$ cat src/ps2c_pkg.sv
// Package for the PS/2 mouse packet cursor core.
// Holds the packet type, header bit positions, register indexes and reset values.
// No dependencies.
package ps2c_pkg;

  localparam int unsigned BYTE_W  = 8;
  localparam int unsigned DIM_W   = 13;
  localparam int unsigned OUT_W   = 12;
  localparam int unsigned BTN_W   = 3;
  localparam int unsigned Q_DEPTH = 2;
  localparam int unsigned Q_PTR_W = 1;
  localparam int unsigned Q_CNT_W = 2;

  localparam int unsigned HDR_SYNC  = 3;
  localparam int unsigned HDR_XSIGN = 4;
  localparam int unsigned HDR_YSIGN = 5;
  localparam int unsigned HDR_XOVF  = 6;
  localparam int unsigned HDR_YOVF  = 7;

  localparam logic REG_SCREEN_WIDTH  = 1'b0;
  localparam logic REG_SCREEN_HEIGHT = 1'b1;

  localparam logic [DIM_W-1:0] WIDTH_RST  = DIM_W'(640);
  localparam logic [DIM_W-1:0] HEIGHT_RST = DIM_W'(480);
  localparam int unsigned CURSOR_X_RST = 320;
  localparam int unsigned CURSOR_Y_RST = 240;

  typedef struct packed {
    logic [BYTE_W-1:0] header;
    logic [BYTE_W-1:0] xbyte;
    logic [BYTE_W-1:0] ybyte;
  } packet_t;

  typedef enum logic [2:0] {
    PH_HDR = 3'b001,
    PH_X   = 3'b010,
    PH_Y   = 3'b100
  } phase_t;

endpackage

$ cat src/ps2c_front.sv
// Front end: takes port bytes, drops non-aux bytes and unsynced headers,
// and assembles three-byte packets for the queue. Depends on ps2c_pkg.
module ps2c_front (
  input  logic             clk,
  input  logic             rst,
  input  logic             accept,
  input  logic [7:0]       port_byte,
  input  logic             from_aux,
  output logic             push,
  output ps2c_pkg::packet_t push_data
);
  import ps2c_pkg::*;

  phase_t            phase;
  phase_t            phase_next;
  logic [BYTE_W-1:0] header;
  logic [BYTE_W-1:0] xbyte;

  always_comb begin
    phase_next = phase;
    push       = 1'b0;
    if (accept && from_aux) begin
      unique case (phase)
        PH_X: phase_next = PH_Y;
        PH_Y: begin
          phase_next = PH_HDR;
          push       = 1'b1;
        end
        default: phase_next = port_byte[HDR_SYNC] ? PH_X : PH_HDR;
      endcase
    end
  end

  assign push_data = '{header: header, xbyte: xbyte, ybyte: port_byte};

  always_ff @(posedge clk) begin
    if (rst) begin
      phase  <= PH_HDR;
      header <= '0;
      xbyte  <= '0;
    end else begin
      phase <= phase_next;
      if (accept && from_aux && phase == PH_X) begin
        xbyte <= port_byte;
      end
      if (accept && from_aux && phase != PH_X && phase != PH_Y && port_byte[HDR_SYNC]) begin
        header <= port_byte;
      end
    end
  end

endmodule

$ cat src/ps2c_fifo.sv
// Short packet queue between front and back ends.
// Depends on ps2c_pkg.
module ps2c_fifo (
  input  logic             clk,
  input  logic             rst,
  input  logic             push,
  input  ps2c_pkg::packet_t push_data,
  input  logic             pop,
  output ps2c_pkg::packet_t head,
  output logic             full,
  output logic             empty
);
  import ps2c_pkg::*;

  packet_t              mem [Q_DEPTH];
  logic [Q_PTR_W-1:0]   wr_ptr;
  logic [Q_PTR_W-1:0]   rd_ptr;
  logic [Q_CNT_W-1:0]   count;

  assign full  = (count == Q_CNT_W'(Q_DEPTH));
  assign empty = (count == '0);
  assign head  = mem[rd_ptr];

  always_ff @(posedge clk) begin
    if (push) begin
      mem[wr_ptr] <= push_data;
    end
  end

  always_ff @(posedge clk) begin
    if (rst) begin
      wr_ptr <= '0;
      rd_ptr <= '0;
      count  <= '0;
    end else begin
      if (push) wr_ptr <= wr_ptr + 1'b1;
      if (pop)  rd_ptr <= rd_ptr + 1'b1;
      if (push && !pop) begin
        count <= count + 1'b1;
      end else if (pop && !push) begin
        count <= count - 1'b1;
      end
    end
  end

endmodule

$ cat src/ps2c_back.sv
// Back end: screen size registers, cursor update with clamp, result register.
// Depends on ps2c_pkg.
module ps2c_back #(
  parameter int COORD_BITS = 12
) (
  input  logic             clk,
  input  logic             rst,
  input  logic             wr_en,
  input  logic             wr_index,
  input  logic [12:0]      wr_data,
  input  logic             q_valid,
  input  ps2c_pkg::packet_t q_head,
  output logic             take,
  output logic             out_valid,
  input  logic             out_stall,
  output logic [11:0]      cursor_x,
  output logic [11:0]      cursor_y,
  output logic [2:0]       buttons
);
  import ps2c_pkg::*;

  localparam int LIM_W = COORD_BITS + 1;
  localparam int SUM_W = COORD_BITS + 2;
  localparam int CMP_W = (LIM_W > DIM_W) ? LIM_W : DIM_W;
  localparam logic [CMP_W-1:0] SPAN = CMP_W'(1) << COORD_BITS;
  localparam logic [COORD_BITS-1:0] POS_X_RST = COORD_BITS'(CURSOR_X_RST);
  localparam logic [COORD_BITS-1:0] POS_Y_RST = COORD_BITS'(CURSOR_Y_RST);

  logic [DIM_W-1:0]      screen_width;
  logic [DIM_W-1:0]      screen_height;
  logic [COORD_BITS-1:0] pos_x;
  logic [COORD_BITS-1:0] pos_y;
  logic [COORD_BITS-1:0] pos_x_next;
  logic [COORD_BITS-1:0] pos_y_next;
  logic signed [8:0]     dx;
  logic signed [8:0]     dy;
  logic signed [SUM_W-1:0] nx;
  logic signed [SUM_W-1:0] ny;

  function automatic logic [LIM_W-1:0] eff_limit(input logic [DIM_W-1:0] dim);
    logic [CMP_W-1:0] w;
    logic [CMP_W-1:0] r;
    begin
      w = CMP_W'(dim);
      if (w == '0) r = CMP_W'(1);
      else if (w > SPAN) r = SPAN;
      else r = w;
      return LIM_W'(r);
    end
  endfunction

  function automatic logic [COORD_BITS-1:0] clamp(input logic signed [SUM_W-1:0] v,
                                                  input logic [LIM_W-1:0] lim);
    logic [LIM_W-1:0] top;
    begin
      top = lim - 1'b1;
      if (v < 0) return '0;
      else if (v[LIM_W-1:0] >= lim) return top[COORD_BITS-1:0];
      else return v[COORD_BITS-1:0];
    end
  endfunction

  assign take = q_valid && (!out_valid || !out_stall);

  always_comb begin
    dx = q_head.header[HDR_XOVF] ? 9'sd0 : $signed({q_head.header[HDR_XSIGN], q_head.xbyte});
    dy = q_head.header[HDR_YOVF] ? 9'sd0 : $signed({q_head.header[HDR_YSIGN], q_head.ybyte});
    nx = $signed({2'b00, pos_x}) + SUM_W'(dx);
    ny = $signed({2'b00, pos_y}) - SUM_W'(dy);
    pos_x_next = clamp(nx, eff_limit(screen_width));
    pos_y_next = clamp(ny, eff_limit(screen_height));
  end

  always_ff @(posedge clk) begin
    if (rst) begin
      screen_width  <= WIDTH_RST;
      screen_height <= HEIGHT_RST;
    end else if (wr_en) begin
      case (wr_index)
        REG_SCREEN_WIDTH:  screen_width  <= wr_data;
        REG_SCREEN_HEIGHT: screen_height <= wr_data;
        default: ;
      endcase
    end
  end

  always_ff @(posedge clk) begin
    if (rst) begin
      pos_x     <= POS_X_RST;
      pos_y     <= POS_Y_RST;
      out_valid <= 1'b0;
    end else if (take) begin
      pos_x     <= pos_x_next;
      pos_y     <= pos_y_next;
      out_valid <= 1'b1;
    end else if (!out_stall) begin
      out_valid <= 1'b0;
    end
  end

  always_ff @(posedge clk) begin
    if (take) begin
      cursor_x <= OUT_W'(pos_x_next);
      cursor_y <= OUT_W'(pos_y_next);
      buttons  <= q_head.header[BTN_W-1:0];
    end
  end

endmodule

$ cat src/ps2_mouse_packet_cursor_core.sv
// PS/2 mouse packet decoder with clamped absolute cursor. Top level.
// A third byte pushes the packet to the queue, then to the result register.
// Throughput: one byte per cycle unless in_stall (queue full); the two-entry
// packet queue and result register let the byte side run while a result waits.
// Reset (rst, synchronous): phase to header, cursor to 320,240, screen 640x480.
// Depends on ps2c_pkg, ps2c_front, ps2c_fifo, ps2c_back.
module ps2_mouse_packet_cursor_core #(
  parameter int COORD_BITS = 12
) (
  input  logic        clk,
  input  logic        rst,
  input  logic        in_valid,
  output logic        in_stall,
  input  logic [7:0]  port_byte,
  input  logic        from_aux,
  output logic        out_valid,
  input  logic        out_stall,
  output logic [11:0] cursor_x,
  output logic [11:0] cursor_y,
  output logic [2:0]  buttons,
  input  logic        wr_en,
  input  logic        wr_index,
  input  logic [12:0] wr_data
);
  import ps2c_pkg::*;

  logic    q_push;
  packet_t q_push_data;
  packet_t q_head;
  logic    q_full;
  logic    q_empty;
  logic    take;

  assign in_stall = q_full;

  ps2c_front u_front (
    .clk       (clk),
    .rst       (rst),
    .accept    (in_valid && !in_stall),
    .port_byte (port_byte),
    .from_aux  (from_aux),
    .push      (q_push),
    .push_data (q_push_data)
  );

  ps2c_fifo u_fifo (
    .clk       (clk),
    .rst       (rst),
    .push      (q_push),
    .push_data (q_push_data),
    .pop       (take),
    .head      (q_head),
    .full      (q_full),
    .empty     (q_empty)
  );

  ps2c_back #(.COORD_BITS(COORD_BITS)) u_back (
    .clk       (clk),
    .rst       (rst),
    .wr_en     (wr_en),
    .wr_index  (wr_index),
    .wr_data   (wr_data),
    .q_valid   (!q_empty),
    .q_head    (q_head),
    .take      (take),
    .out_valid (out_valid),
    .out_stall (out_stall),
    .cursor_x  (cursor_x),
    .cursor_y  (cursor_y),
    .buttons   (buttons)
  );

  a_q_flags: assert property (@(posedge clk) disable iff (rst) !(q_full && q_empty))
    else $error("queue full and empty together");
  a_push_lands: assert property (@(posedge clk) disable iff (rst) q_push |=> !q_empty)
    else $error("pushed request missing from queue");
  a_take_shows: assert property (@(posedge clk) disable iff (rst) take |=> out_valid)
    else $error("taken request did not reach the result register");

endmodule

$ cat config.mk
export PLATFORM = sky130hd
export DESIGN_NAME = ps2_mouse_packet_cursor_core
export DESIGN_NICKNAME = d
export VERILOG_FILES = /design/src/ps2c_pkg.sv /design/src/ps2c_front.sv /design/src/ps2c_fifo.sv /design/src/ps2c_back.sv /design/src/ps2_mouse_packet_cursor_core.sv
export SDC_FILE = /design/constraint.sdc
export NUM_CORES = 1
export LEC_CHECK = 0
export BUFFER_PORTS_ARGS = -buffer_cell sky130_fd_sc_hd__buf_4
export CORE_AREA = 2 2 212 130
export CTS_CLUSTER_DIAMETER = 150
export DETAILED_ROUTE_END_ITERATION = 8
export DIE_AREA = 0 0 214 132
export SLEW_MARGIN = 15
export SYNTH_ARGS = -nofsm -noshare
export SYNTH_HDL_FRONTEND = slang
export SYNTH_SLANG_ARGS = --single-unit
$ cat constraint.sdc
create_clock -name clk -period 8.3 [get_ports clk]
set_input_delay 0.415 -clock clk [delete_from_list [all_inputs] [get_ports clk]]
set_output_delay 0.415 -clock clk [all_outputs]
set_load 0.05 [all_outputs]
## After elaboration in Yosys (flattened, before gate mapping)

Memories as Yosys holds them, arrays and structs flattened. A register that Yosys moved wholly into a read port is not among the register bits.
Cells that the tools add are included.

| storage, ports and cells | value |
|---|---|
| memories | 1 |
| output and inout bits | 29 |
| register bits after elaboration | 101 |
| word-level logic and storage cells | 80 |
| RAM bits | 48 |
| input bits | 28 |

| operators by class | value |
|---|---|
| bitwise operators | 1 |
| muxes and demuxes | 22 |
| reductions and logical operators | 22 |
| equality and inequality tests | 6 |
| add/subtract/negate cells | 8 |
| $lt $le $gt $ge | 6 |

Memories:

| name | depth | width | rd ports | clocked after memory_dff | wr ports | line | text |
|---|---|---|---|---|---|---|---|
| u_fifo.mem | 2 | 24 | 1 | 1 | 1 | ps2c_fifo.sv:15 | `packet_t mem [Q_DEPTH];` |

Operator list:

| kind | number |
|---|---|
| 13-bit two-way mux | 4 |
| 12-bit two-way mux | 4 |
| 14-bit by 1-bit less-than comparator with 1-bit output (second input constant) | 2 |
| 13-bit >= comparator | 2 |
| 13-bit > comparator (second input constant) | 2 |
| 13-bit zero test | 2 |
| 12-bit by 1-bit subtractor with 12-bit output (second input constant) | 2 |
| 9-bit two-way mux | 2 |
| 13-bit by 9-bit adder with 14-bit output | 1 |
| 13-bit by 9-bit subtractor with 14-bit output | 1 |
| 1-bit logical AND | 9 |
| 1-bit two-way mux | 8 |
| 1-bit zero test | 6 |
| 2-bit two-way mux | 3 |
| 3-bit case mux with 2 select lines | 1 |
| 2-bit AND reduction | 2 |
| 3-bit by 2-bit equality test with 1-bit output (second input constant) | 1 |
| 3-bit equality test (second input constant) | 1 |
| 3-bit by 2-bit inequality test with 1-bit output (second input constant) | 1 |
| 3-bit inequality test (second input constant) | 1 |
| 1-bit adder (second input constant) | 2 |
| 2-bit by 1-bit adder with 2-bit output (second input constant) | 1 |
| 2-bit equality test (second input constant) | 1 |
| 2-bit zero test | 1 |
| other kinds (5) | 5 |

## Logic depth before layout (Yosys ltp)

Gate-level depths: netlist of run 1.

| depth | value |
|---|---|
| depth after elaboration | 9 |
| depth in mapped cells | 22 |

## By module

From an unflattened synthesis of run 1, not the netlist that was laid out.

| unflattened totals | value |
|---|---|
| cell total of the unflattened synthesis | 858 |
| area, all modules | 8429.3 um^2 |

Modules (own cells, without submodules):

| module | cells an instance | area each (um^2) | seq. area each (um^2) | instances |
|---|---|---|---|---|
| ps2c_back | 660 | 5590.4 | 1831.8 | 1 |
| ps2c_fifo | 97 | 1939.4 | 1541.5 | 1 |
| ps2c_front | 99 | 882.1 | 380.4 | 1 |
| ps2_mouse_packet_cursor_core | 2 | 17.5 | 0.0 | 1 |

## Worst setup path before layout of run 1

Ideal clock, no wire load.

| timing | value |
|---|---|
| kind | reg-to-reg |
| from | register with a tool-made name |
| to | register u_back.cursor_y[3], data pin |
| setup time | 0.266 ns |
| data required time | 8.034 ns |
| slack | 3.832 ns |
| arrival | 4.202 ns |
| stages on the path, launching flop included | 22 |
| path through | dfxtp_1 -> buf_2 -> mux2i_2 -> nor2b_1 -> ha_1 -> inv_1 -> fa_1 -> a21oi_1 -> nor2_1 -> o311a_1 -> o21bai_1 -> a21oi_1 -> nor4_1 -> a311oi_1 -> ha_1 -> nand2_1 -> o21ai_0 -> nor4_1 -> a21oi_2 -> clkbuf_1 -> mux2i_1 -> nor2_1 |

RTL lines:

| item | line | text |
|---|---|---|
| end signal, assigned | ps2c_back.sv:104 | `cursor_y <= OUT_W'(pos_y_next);` |
| end, declared | ps2c_back.sv:17 | `output logic [11:0] cursor_y,` |

==> key figures, run 1 <==
Setup path
  • Worst reg-to-reg path cell count: 20
  • Critical Path AT: 5460 ps
  • Worst Setup Start Kind: flop
  • Crit-path cells: mux2i_2 -> nor2b_1 -> ha_1 -> inv_1 -> fa_1 -> a21oi_1 -> nor2_1 -> o311a_1 -> o21bai_1 -> a21oi_1 -> nor4_1 -> a311oi_1 -> ha_1 -> nand2_1 -> o21ai_0 -> nor4_1 -> a21oi_2 -> inv_1 -> a211o_1 -> and3b_1
  • WS Path Type: flop to flop
  • CP Capture Type: flop
  • Critical-path maximum fanout: 19
  • CP max stage delay: 650 ps
  • Reg2reg setup slack: 3020 ps
  • Required @ worst endpoint: 8490 ps
  • Slowest cell on the critical path: a21oi_2

Drt
  • First-pass DRT Iterations: 5
  • Avg WL per Cell: 16.2 µm
  • DRC errors left: 0
  • Via Count: 5994
  • Antenna Violating Nets Remaining: 0
  • Initial DRC count: 467
  • Vias/cell: 4.93
  • DRT Wirelength: 19700 µm

Layout
  • Share of layout cells above drive strength 1: 0.147
  • Antenna diodes: 0
  • Synthesis-to-layout area growth: 18.3%
  • Util after Layout: 0.353
  • Final nets: 927

STA
  • TNS Setup: 0 ps
  • RSZ-0062 raised after global routing: no
  • Slew margin rel.: 0.337
  • Tcrit/Tclk final: 0.636
  • Skew final: 10.4 ps
  • Period minus WS final: 5280 ps
  • Slew Viols, Final: 0
  • Endpoints failing setup: 0
  • Slew @ Worst Pin: 993 ps
  • Final hold vios: 0
  • Max Fclk: 189 MHz

Clocking
  • CTS Hold Buffers Added: 0
  • CTS root buf: clkbuf_16
  • Clk pin slew, worst setup/hold paths: 70 ps
  • H-tree depth: 4
  • Clk sinks: 147
  • CTS tree: yes
  • PostCTS Resize Cnt: 0
  • Clock buffer depth: 2
  • Post-CTS Setup Bufs: 0
  • Worst-skew pair later-pin latency: 430 ps
  • CTS Buf Count: 17

Pwr
  • Pwr dens: 441 nW/µm²
  • Post-route total power: 0.00408 W
  • Maximum VDD drop: 340 µV
  • Leak: 3.62 nW

Die
  • DIE WIDTH: 214 µm
  • Area of the core: 26200 µm²
  • Io pins: 57
  • Initial cell density of the core: 0.298
  • Site Rows: 46
  • Die Y: 132 µm
  • Die ar.: 28200 µm²

Min path
  • Worst min path class: input port to flop
  • WHS Path Cells: 1
  • Hold Crit Start: port_byte[6]

Yosys
  • Main combinational cell family by area after synthesis: compound AO/OA/AOI/OAI gates
  • EDFF count, synth: 73
  • Post-Syn Area per Cell: 9.93 µm²
  • Asr flop ratio synth: 0
  • Main flop type after synthesis: dfxtp_1
  • Area share of and/or/nand/nor cells after synthesis: 0.162
  • Post-synthesis adder-cell area fraction: 0.0933
  • Synth Net Count: 871
  • Post-synthesis compound-gate area fraction: 0.168
  • Post-synthesis mux area share: 0.0492
  • Post-synthesis cell type count: 68
  • Cell taking the most area after synthesis: edfxtp_1
  • Yosys reg bits: 147
  • Post-synthesis xor/xnor area fraction: 0.0325
  • Register area share after synthesis: 0.471
  • Largest cells by area after synthesis: edfxtp_1 (28%), dfxtp_1 (19%), ha_1 (8.8%), nand2_1 (5.4%), a21oi_1 (3.6%)
  • Post-Syn Instances: 786
  • Synthesis Warnings: 0
  • Cell Area, Synth: 7800 µm²
  • Yosys top cell area share: 0.281

GRT
  • Initial antenna violation count: 0
  • Grt ovf: 0
  • Total track usage: 0.142
  • First-pass GRT wire length: 31300 µm
  • Largest net degree at the start of global routing: 62
  • Vias in the first global route: 5636

Placed design
  • # port buffers: 56
  • Routability Congestion: 0.834
  • DP HPWL: 14600 µm

Job
  • Max-Cap Viols: 0

Run status
  • Status: complete, no violations
metal layers:
| metal | part of all wire | track usage | routed length [µm] | vias up |
|---|---|---|---|---|
| li1 | - | - | - | 2993 |
| met1 | 0.54 | 0.216 | 10600 | 2877 |
| met2 | 0.41 | 0.198 | 8130 | 109 |
| met3 | 0.041 | 0.0300 | 813 | 15 |
| met4 | 0.0096 | 0.0381 | 189 | 0 |
| met5 | 0 | 0 | 0 | - |
sequential cells by signal, indices dropped and copies added (netlist names), 3 cells and up, named ones only:
name	count
u_back.screen_width	13
u_front.phase	3
u_front.xbyte	8
u_back.pos_x	12
u_back.buttons	3
u_back.cursor_x	12
u_back.cursor_y	12
u_back.screen_height	13
u_front.header	7
u_back.pos_y	12
u_fifo.mem	46
worst paths after layout:
path | end
max | u_back.cursor_y[10]
min | u_fifo.mem[1][6]
min reg2reg | u_fifo.mem[1][20]
max reg2reg | u_back.cursor_y[10]
critical path: cells and delay by family, from the launching register on:
kind	cells	cell delay [ps]
buffers and inverters	2	260
AND/OR/NAND/NOR	6	890
AO/OA/AOI/OAI	8	2160
adder cells (fa/ha/maj)	3	910
multiplexers	1	450
flip-flops	1	370
placed cells by master, fill, tap and decap left out, types with 20 or more instances in the layout:
master	instances
inv_1	20
mux2i_1	22
nand2_1	113
a21oi_1	56
buf_4	65
edfxtp_1	73
nor2_1	72
dfxtp_1	74
ha_1	55
o21ai_0	36
per-stage QoR:
stage | std cells | worst slack, ps | area [µm²] | hold slack, ps
2_1_floorplan | 786 | 3830 | 7800 | 425
3_3_place_gp | 1182 | 3410 | 8630 | 434
3_5_place_dp | 1182 | 3050 | 8630 | 442
4_1_cts | 1214 | 3030 | 9230 | 181
5_1_grt | 1215 | 2520 | 9240 | 186
6_report | 1215 | 3020 | 9240 | 200
cells by family after synthesis:
family                   Yosys count
AND/OR/NAND/NOR                  276
XOR/XNOR                          29
AO/OA/AOI/OAI                    192
adder cells (fa/ha/maj)           57
multiplexers                      36
buffers and inverters             49
flip-flops                       147
where the power goes:
group,internal [W],switching (W)
clock,0.000412,0.000358
combinational,0.000809,0.00143
sequential,0.000980,0.0000836
total,0.00220,0.00187
cell type report:
cell class	instances	area [µm²]
Clock buffer	18	439
Clock inverter	14	155
Fill cell	2626	17000
Inverter	21	78.8
Multi-Input combinational cell	590	3950
Sequential cell	147	3670
Tap cell	360	450
Timing Repair Buffer	65	488
synth_stat cells (4+ instances only):
library cell and n:
nor3b_1 5, nand2b_1 6, edfxtp_1 73, o21a_1 10
nand4_1 5, o31ai_1 9, nor2b_1 18, o211ai_1 5
ha_1 55, dfxtp_1 74, clkbuf_1 19, xnor2_1 18
buf_2 4, nor4_1 9, mux2_2 12, o21ai_0 36
inv_1 20, nand2_1 113, nor3_1 14, or3_1 4
mux2i_1 22, a21o_1 8, a22o_1 18, a21oi_1 56
and3_1 5, a31oi_1 5, nor2_1 73, nand3_1 7
a211oi_1 10, xor2_1 11, nand3b_1 6
No activity file was read; power rests on OpenSTA's default activity.
==> run 2, diff against run 1 <==
==> constraint.sdc (replaced) <==
create_clock -name clk -period 4.8 [get_ports clk]
set_input_delay 0.24 -clock clk [delete_from_list [all_inputs] [get_ports clk]]
set_output_delay 0.24 -clock clk [all_outputs]
set_load 0.05 [all_outputs]
==> key figures, run 2 (synthesis gave the netlist of run 1 again) <==
Clocking
  • CTS tree: yes
  • Clk sinks: 147 (unchanged)
  • CTS Buf Count: 17 (unchanged)
  • Clk pin slew, worst setup/hold paths: 70 ps (about the same)
  • H-tree depth: 4 (unchanged)
  • Worst-skew pair later-pin latency: 440 ps (about the same)
  • Clock buffer depth: 2 (unchanged)
  • CTS root buf: clkbuf_16

STA
  • Slew margin rel.: 0.222 (-0.115)
  • Slew @ Worst Pin: 1160 ps (+165 ps)
  • Setup slack after layout: 200 ps (-2820 ps)
  • Slew Viols, Final: 0 (unchanged)
  • TNS Setup: 0 ps (unchanged)
  • Skew final: 9.25 ps (-1.18 ps)
  • Final hold vios: 0 (unchanged)
  • Endpoints failing setup: 0 (unchanged)
  • Tcrit/Tclk final: 0.958 (+0.322)
  • Period minus WS final: 4600 ps (-680 ps)
  • Final hold slack: 29.7 ps (-170 ps)
  • Max Fclk: 217 MHz (+15%)

GRT
  • Grt ovf: 0 (unchanged)
  • Largest net degree at the start of global routing: 62 (unchanged)
  • First-pass GRT wire length: 31600 µm (+1.1%)
  • Vias in the first global route: 5707 (+1.3%)
  • Initial antenna violation count: 0 (unchanged)
  • Total track usage: 0.144 (+0.00203)

Die
  • Initial cell density of the core: 0.298 (unchanged)
  • Area of the core: 26200 µm² (unchanged)
  • Site Rows: 46 (unchanged)
  • Die Y: 132 µm (unchanged)
  • DIE WIDTH: 214 µm (unchanged)
  • Io pins: 57 (unchanged)
  • Die ar.: 28200 µm² (unchanged)

Setup path
  • Crit-path cells: buf_6 -> nor2b_2 -> a22o_1 -> ha_1 -> fa_2 -> a211oi_2 -> nor2_1 -> o32a_1 -> mux2_4 -> ha_1 -> a21o_1 -> a21o_1 -> a21oi_1 -> o31ai_4 -> buf_4 -> o21ai_0 -> nor2_1
  • Top delay family on crit path: compound AO/OA/AOI/OAI gates
  • Required @ worst endpoint: 4960 ps (-3530 ps)
  • CP max stage delay: 410 ps (-240 ps)
  • CP Capture Type: flop
  • Critical Path AT: 4760 ps (-700 ps)
  • Worst Setup Start Kind: flop
  • Critical-path maximum fanout: 11 (-8)
  • Worst Path Buf+Inv: 2 (unchanged)
  • WS Path Type: flop to flop
  • Slowest cell on the critical path: o32a_1

Placed design
  • Routability Congestion: 0.881 (+5.6%)
  • Dpl cell area: 8710 µm² (+0.93%)
  • DP HPWL: 15100 µm (+3.0%)
  • Dpl ws: -25.6 ps (-3080 ps)
  • # port buffers: 56 (unchanged)

Layout
  • Largest Register: u_fifo.mem
  • Antenna diodes: 0 (unchanged)
  • # fillers: 2635 (+0.34%)
  • Leading cell type in the layout, fill and taps excluded: nand2_1
  • Most frequent cells in the layout: nand2_1 (113), dfxtp_1 (74), buf_4 (74), nor2_1 (73), edfxtp_1 (73)
  • Synthesis-to-layout area growth: 20.8%
  • Share of layout cells above drive strength 1: 0.172 (+0.0243)
  • Util after Layout: 0.360 (+0.00745)
  • Largest register FFs: 46 (unchanged)
  • Post-route cell area: 9430 µm² (+2.1%)
  • Final nets: 940 (+1.4%)
  • Top Registers: u_fifo.mem x46, u_back.screen_height x13, u_back.screen_width x13

Job
  • Max-Cap Viols: 0 (unchanged)

Drt
  • Vias/cell: 4.96 (+0.44%)
  • DRC errors left: 0 (unchanged)
  • Via Count: 6085 (+1.5%)
  • Avg WL per Cell: 16.3 µm (+0.39%)
  • Antenna Violating Nets Remaining: 0 (unchanged)
  • First-pass DRT Iterations: 5 (unchanged)
  • Initial DRC count: 394 (-16%)
  • DRT Wirelength: 20000 µm (+1.5%)

Pwr
  • Leak: 3.70 nW (+2.2%)
  • Maximum VDD drop: 567 µV (+67%)
  • Pwr dens: 782 nW/µm² (+77%)

Min path
  • Worst min path class: input port to flop

Run status
  • Status: complete, no violations
## run 2: changes by cell type in the layout (fill, tap and decap cells not counted), sizes merged
| cell | delta |
|---|---|
| dlygate4sd3 | +2 |
| clkinv | +1 |
| buf | +11 |
| inv | -1 |
| clkbuf | -1 |
| bufinv | +1 |
## run 2: power by group
group / total, W / switching [W] / internal (W)
clock network: 0.00136 / 0.000612 / 0.000748
logic: 0.00416 / 0.00256 / 0.00161
registers: 0.00185 / 0.000159 / 0.00170
total: 0.00738 / 0.00333 / 0.00405
## run 2: repair_timing
item / CTS / global route
buffers inserted: 0 / 1
pin swaps: 0 / 3
endpoints found under the setup margin: 4 / 41
hold buffers: 2 / 0
resized for setup: 2 / 15
endpoints found under the hold margin: 4 / 0
## run 2: per-layer routing
metal / up-vias / GRT usage / wire [µm] / part of all wire
met2: 120 / 0.201 / 8120 / 0.41
met3: 20 / 0.0321 / 815 / 0.041
met1: 2926 / 0.216 / 10800 / 0.54
met5: - / 0 / 0 / 0
li1: 3019 / - / - / -
met4: 0 / 0.0478 / 265 / 0.013
## run 2: path summary, 6_finish.rpt
path | from | to | slack (ps) | cells past startpoint
max | flop | u_back.cursor_x[6] | 200 | 17
min | port_byte[7] | u_fifo.mem[0][7] | 30 | 1
max reg2reg | flop | u_back.cursor_x[6] | 200 | 17
min reg2reg | u_front.header[6] | u_fifo.mem[1][22] | 460 | 0
## run 2: per-stage QoR
step	instances	total power (W)
6_report	1228	0.00738
5_1_grt	1228	0.00789
4_1_cts	1227	0.00728
3_5_place_dp	1193	0.00588
3_3_place_gp	1193	0.00583
2_1_floorplan	786	0.00465
## run 2: final cells by class
class	instances	area, µm²	area share
Clock inverter	15	186	0.0198
Timing Repair Buffer	78	598	0.0634
Inverter	21	78.8	0.00836
Tap cell	360	450	0.0478
Clock buffer	17	425	0.0451
Sequential cell	147	3670	0.389
Multi-Input combinational cell	590	4020	0.426
==> run 3, diff against run 2 <==
--- a/config.mk
+++ b/config.mk
@@ -6,10 +6,10 @@
 export NUM_CORES = 1
 export LEC_CHECK = 0
 export BUFFER_PORTS_ARGS = -buffer_cell sky130_fd_sc_hd__buf_4
-export CORE_AREA = 2 2 212 130
+export CORE_AREA = 2 2 174 108
 export CTS_CLUSTER_DIAMETER = 150
 export DETAILED_ROUTE_END_ITERATION = 8
-export DIE_AREA = 0 0 214 132
+export DIE_AREA = 0 0 176 110
 export SLEW_MARGIN = 15
 export SYNTH_ARGS = -nofsm -noshare
 export SYNTH_HDL_FRONTEND = slang
==> key figures, run 3 (synthesis gave the netlist of run 1 again) <==
STA
  • Max Fclk: 220 MHz (+1.2%)
  • TNS Setup: 0 ps (unchanged)
  • Period minus WS final: 4550 ps (-52.3 ps)
  • RSZ-0062 raised after global routing: no
  • Slew Viols, Final: 0 (unchanged)
  • Final hold slack: 38.8 ps (+9.13 ps)
  • Tcrit/Tclk final: 0.947 (-0.0109)
  • Endpoints failing setup: 0 (unchanged)
  • Final hold vios: 0 (unchanged)
  • Skew final: 15.1 ps (+5.81 ps)
  • Slew @ Worst Pin: 1080 ps (-76.4 ps)
  • Slew margin rel.: 0.276 (+0.0533)

Clocking
  • Clock buffer depth: 2 (unchanged)
  • Clk pin slew, worst setup/hold paths: 70 ps (about the same)
  • CTS root buf: clkbuf_16
  • CTS Buf Count: 17 (unchanged)
  • Clk sinks: 147 (unchanged)
  • H-tree depth: 4 (unchanged)
  • Worst-skew pair later-pin latency: 430 ps (about the same)
  • CTS tree: yes

Layout
  • Area of the multi-input gates: 4020 µm² (+0.12%)
  • Top Registers: u_fifo.mem x46, u_back.screen_height x13, u_back.screen_width x13
  • Share of layout cells above drive strength 1: 0.173 (+0.00175)
  • Leading cell type in the layout, fill and taps excluded: nand2_1
  • Largest Register: u_fifo.mem
  • FF/Latch Area: 3680 µm² (+0.10%)
  • Synthesis-to-layout area growth: 17.9%
  • Largest register FFs: 46 (unchanged)
  • Antenna diodes: 0 (unchanged)
  • Final nets: 937 (-0.32%)
  • Layout Cells excl Fill: 1105 (-10%)
  • # fillers: 1580 (-40%)
  • Util after Layout: 0.519 (+0.159)
  • Most frequent cells in the layout: nand2_1 (113), nor2_1 (73), edfxtp_1 (73), dfxtp_1 (73), buf_4 (71)

Drt
  • First-pass DRT Iterations: 5 (unchanged)
  • Antenna Violating Nets Remaining: 0 (unchanged)
  • Initial DRC count: 422 (+7.1%)
  • Via Count: 6228 (+2.4%)
  • Vias/cell: 5.64 (+14%)
  • DRC errors left: 0 (unchanged)
  • Avg WL per Cell: 17.8 µm (+9.3%)
  • DRT Wirelength: 19700 µm (-1.6%)

Setup path
  • Required @ worst endpoint: 4990 ps (+30 ps)
  • R2r endpoint: u_back.cursor_x[9]
  • Worst Setup Start Kind: flop
  • Critical-path maximum fanout: 13 (+2)
  • Worst reg-to-reg path cell count: 17 (unchanged)
  • CP Capture Type: flop
  • WS Path Type: flop to flop
  • Reg2reg setup slack: 250 ps (+50 ps)
  • Critical Path AT: 4740 ps (-20 ps)

Pwr
  • Sequential share of power: 0.252 (about the same)
  • Pwr dens: 796 nW/µm² (+1.8%)
  • Clk pwr share: 0.164 (-0.020)
  • Maximum VDD drop: 556 µV (-1.8%)
  • Leak: 3.64 nW (-1.7%)
  • Internal power: 0.00406 W (+0.17%)
  • Switching Share: 0.446 (-0.00465)
  • Part of the power in combinational logic: 0.584 (+0.020)
  • Post-route total power: 0.00733 W (-0.67%)
  • Net Sw Power: 0.00327 W (-1.7%)

GRT
  • Initial antenna violation count: 0 (unchanged)
  • First-pass GRT wire length: 31400 µm (-0.92%)
  • Total track usage: 0.212 (+0.0686)
  • Grt ovf: 0 (unchanged)
  • Largest net degree at the start of global routing: 62 (unchanged)
  • Vias in the first global route: 6031 (+5.7%)

Placed design
  • Dpl cells: 1067 (-11%)
  • DP HPWL: 14300 µm (-4.9%)
  • Routability Congestion: 0.903 (+2.5%)
  • # port buffers: 56 (unchanged)

Min path
  • Hold Crit Start: port_byte[6]
  • Hold endpoint: u_fifo.mem[0][6]
  • Worst min path class: input port to flop
  • WHS Path Cells: 1 (unchanged)

Die
  • Io pins: 57 (unchanged)
  • Area of the core: 17700 µm² (-32%)
  • DIE WIDTH: 176 µm (-18%)
  • Die ar.: 19400 µm² (-31%)
  • Initial cell density of the core: 0.440 (+0.142)
  • Site Rows: 38 (-17%)
  • Die Y: 110 µm (-17%)

Job
  • Max-Cap Viols: 0 (unchanged)

Run status
  • Status: complete, no violations
==> run 3: power groups by stage <==
stage,logic (W),clock network [W],registers (W)
floorplan,0.00241,0,0.00224
global placement,0.00383,0,0.00187
detailed placement,0.00390,0,0.00187
CTS,0.00395,0.00123,0.00185
global route,0.00471,0.00128,0.00188
finish,0.00428,0.00120,0.00185
==> run 3: worst max path at each step <==
stage,start,to
after detailed placement,flop,u_back.pos_x[2]
final,flop,u_back.cursor_x[9]
after CTS,flop,u_back.pos_x[2]
after global routing,flop,u_back.cursor_x[6]
after floorplan,flop,u_back.cursor_y[3]
after global placement,flop,u_back.pos_x[2]
==> run 3: metal layers <==
layer / global-route usage / wire, µm / up-vias
met5: 0 / 0 / -
met4: 0.0850 / 453 / 0
met3: 0.0436 / 1130 / 35
met2: 0.320 / 8480 / 175
met1: 0.301 / 9630 / 3005
li1: - / - / 3013
==> run 3: cell type report <==
class,count,area share
sequential,147,0.400
tap,240,0.0326
timing repair buffer,75,0.0642
inverter,21,0.00857
clock buffer,20,0.0485
multi-input combinational,590,0.437
clock inverter,12,0.00911
==> run 3: what timing repair did <==
| item | CTS | global route |
|---|---|---|
| gates resized for setup | 0 | 24 |
| endpoints found under the setup margin | 0 | 44 |
| hold buffers | 0 | 0 |
| buffers inserted | 0 | 5 |
==> run 3: critical path, cell delays in order (launching register included) <==
cell	delay (ps)
dfxtp_4	360
buf_12	150
nor2b_2	210
a22o_1	240
ha_1	220
fa_2	390
a211oi_2	220
nor2_1	110
o32a_1	420
mux2_4	340
ha_1	320
a21o_1	180
a21o_1	180
a21oi_1	190
o31ai_2	110
buf_4	180
or2_2	310
and3b_1	170
==> run 3: through the flow <==
step                      worst slack (ps)  area, µm²
after floorplan                        332       7800
after global placement                 180       8520
after detailed placement              41.4       8520
after CTS                             10.1       9050
after global routing                  3.78       9200
final                                  253       9200
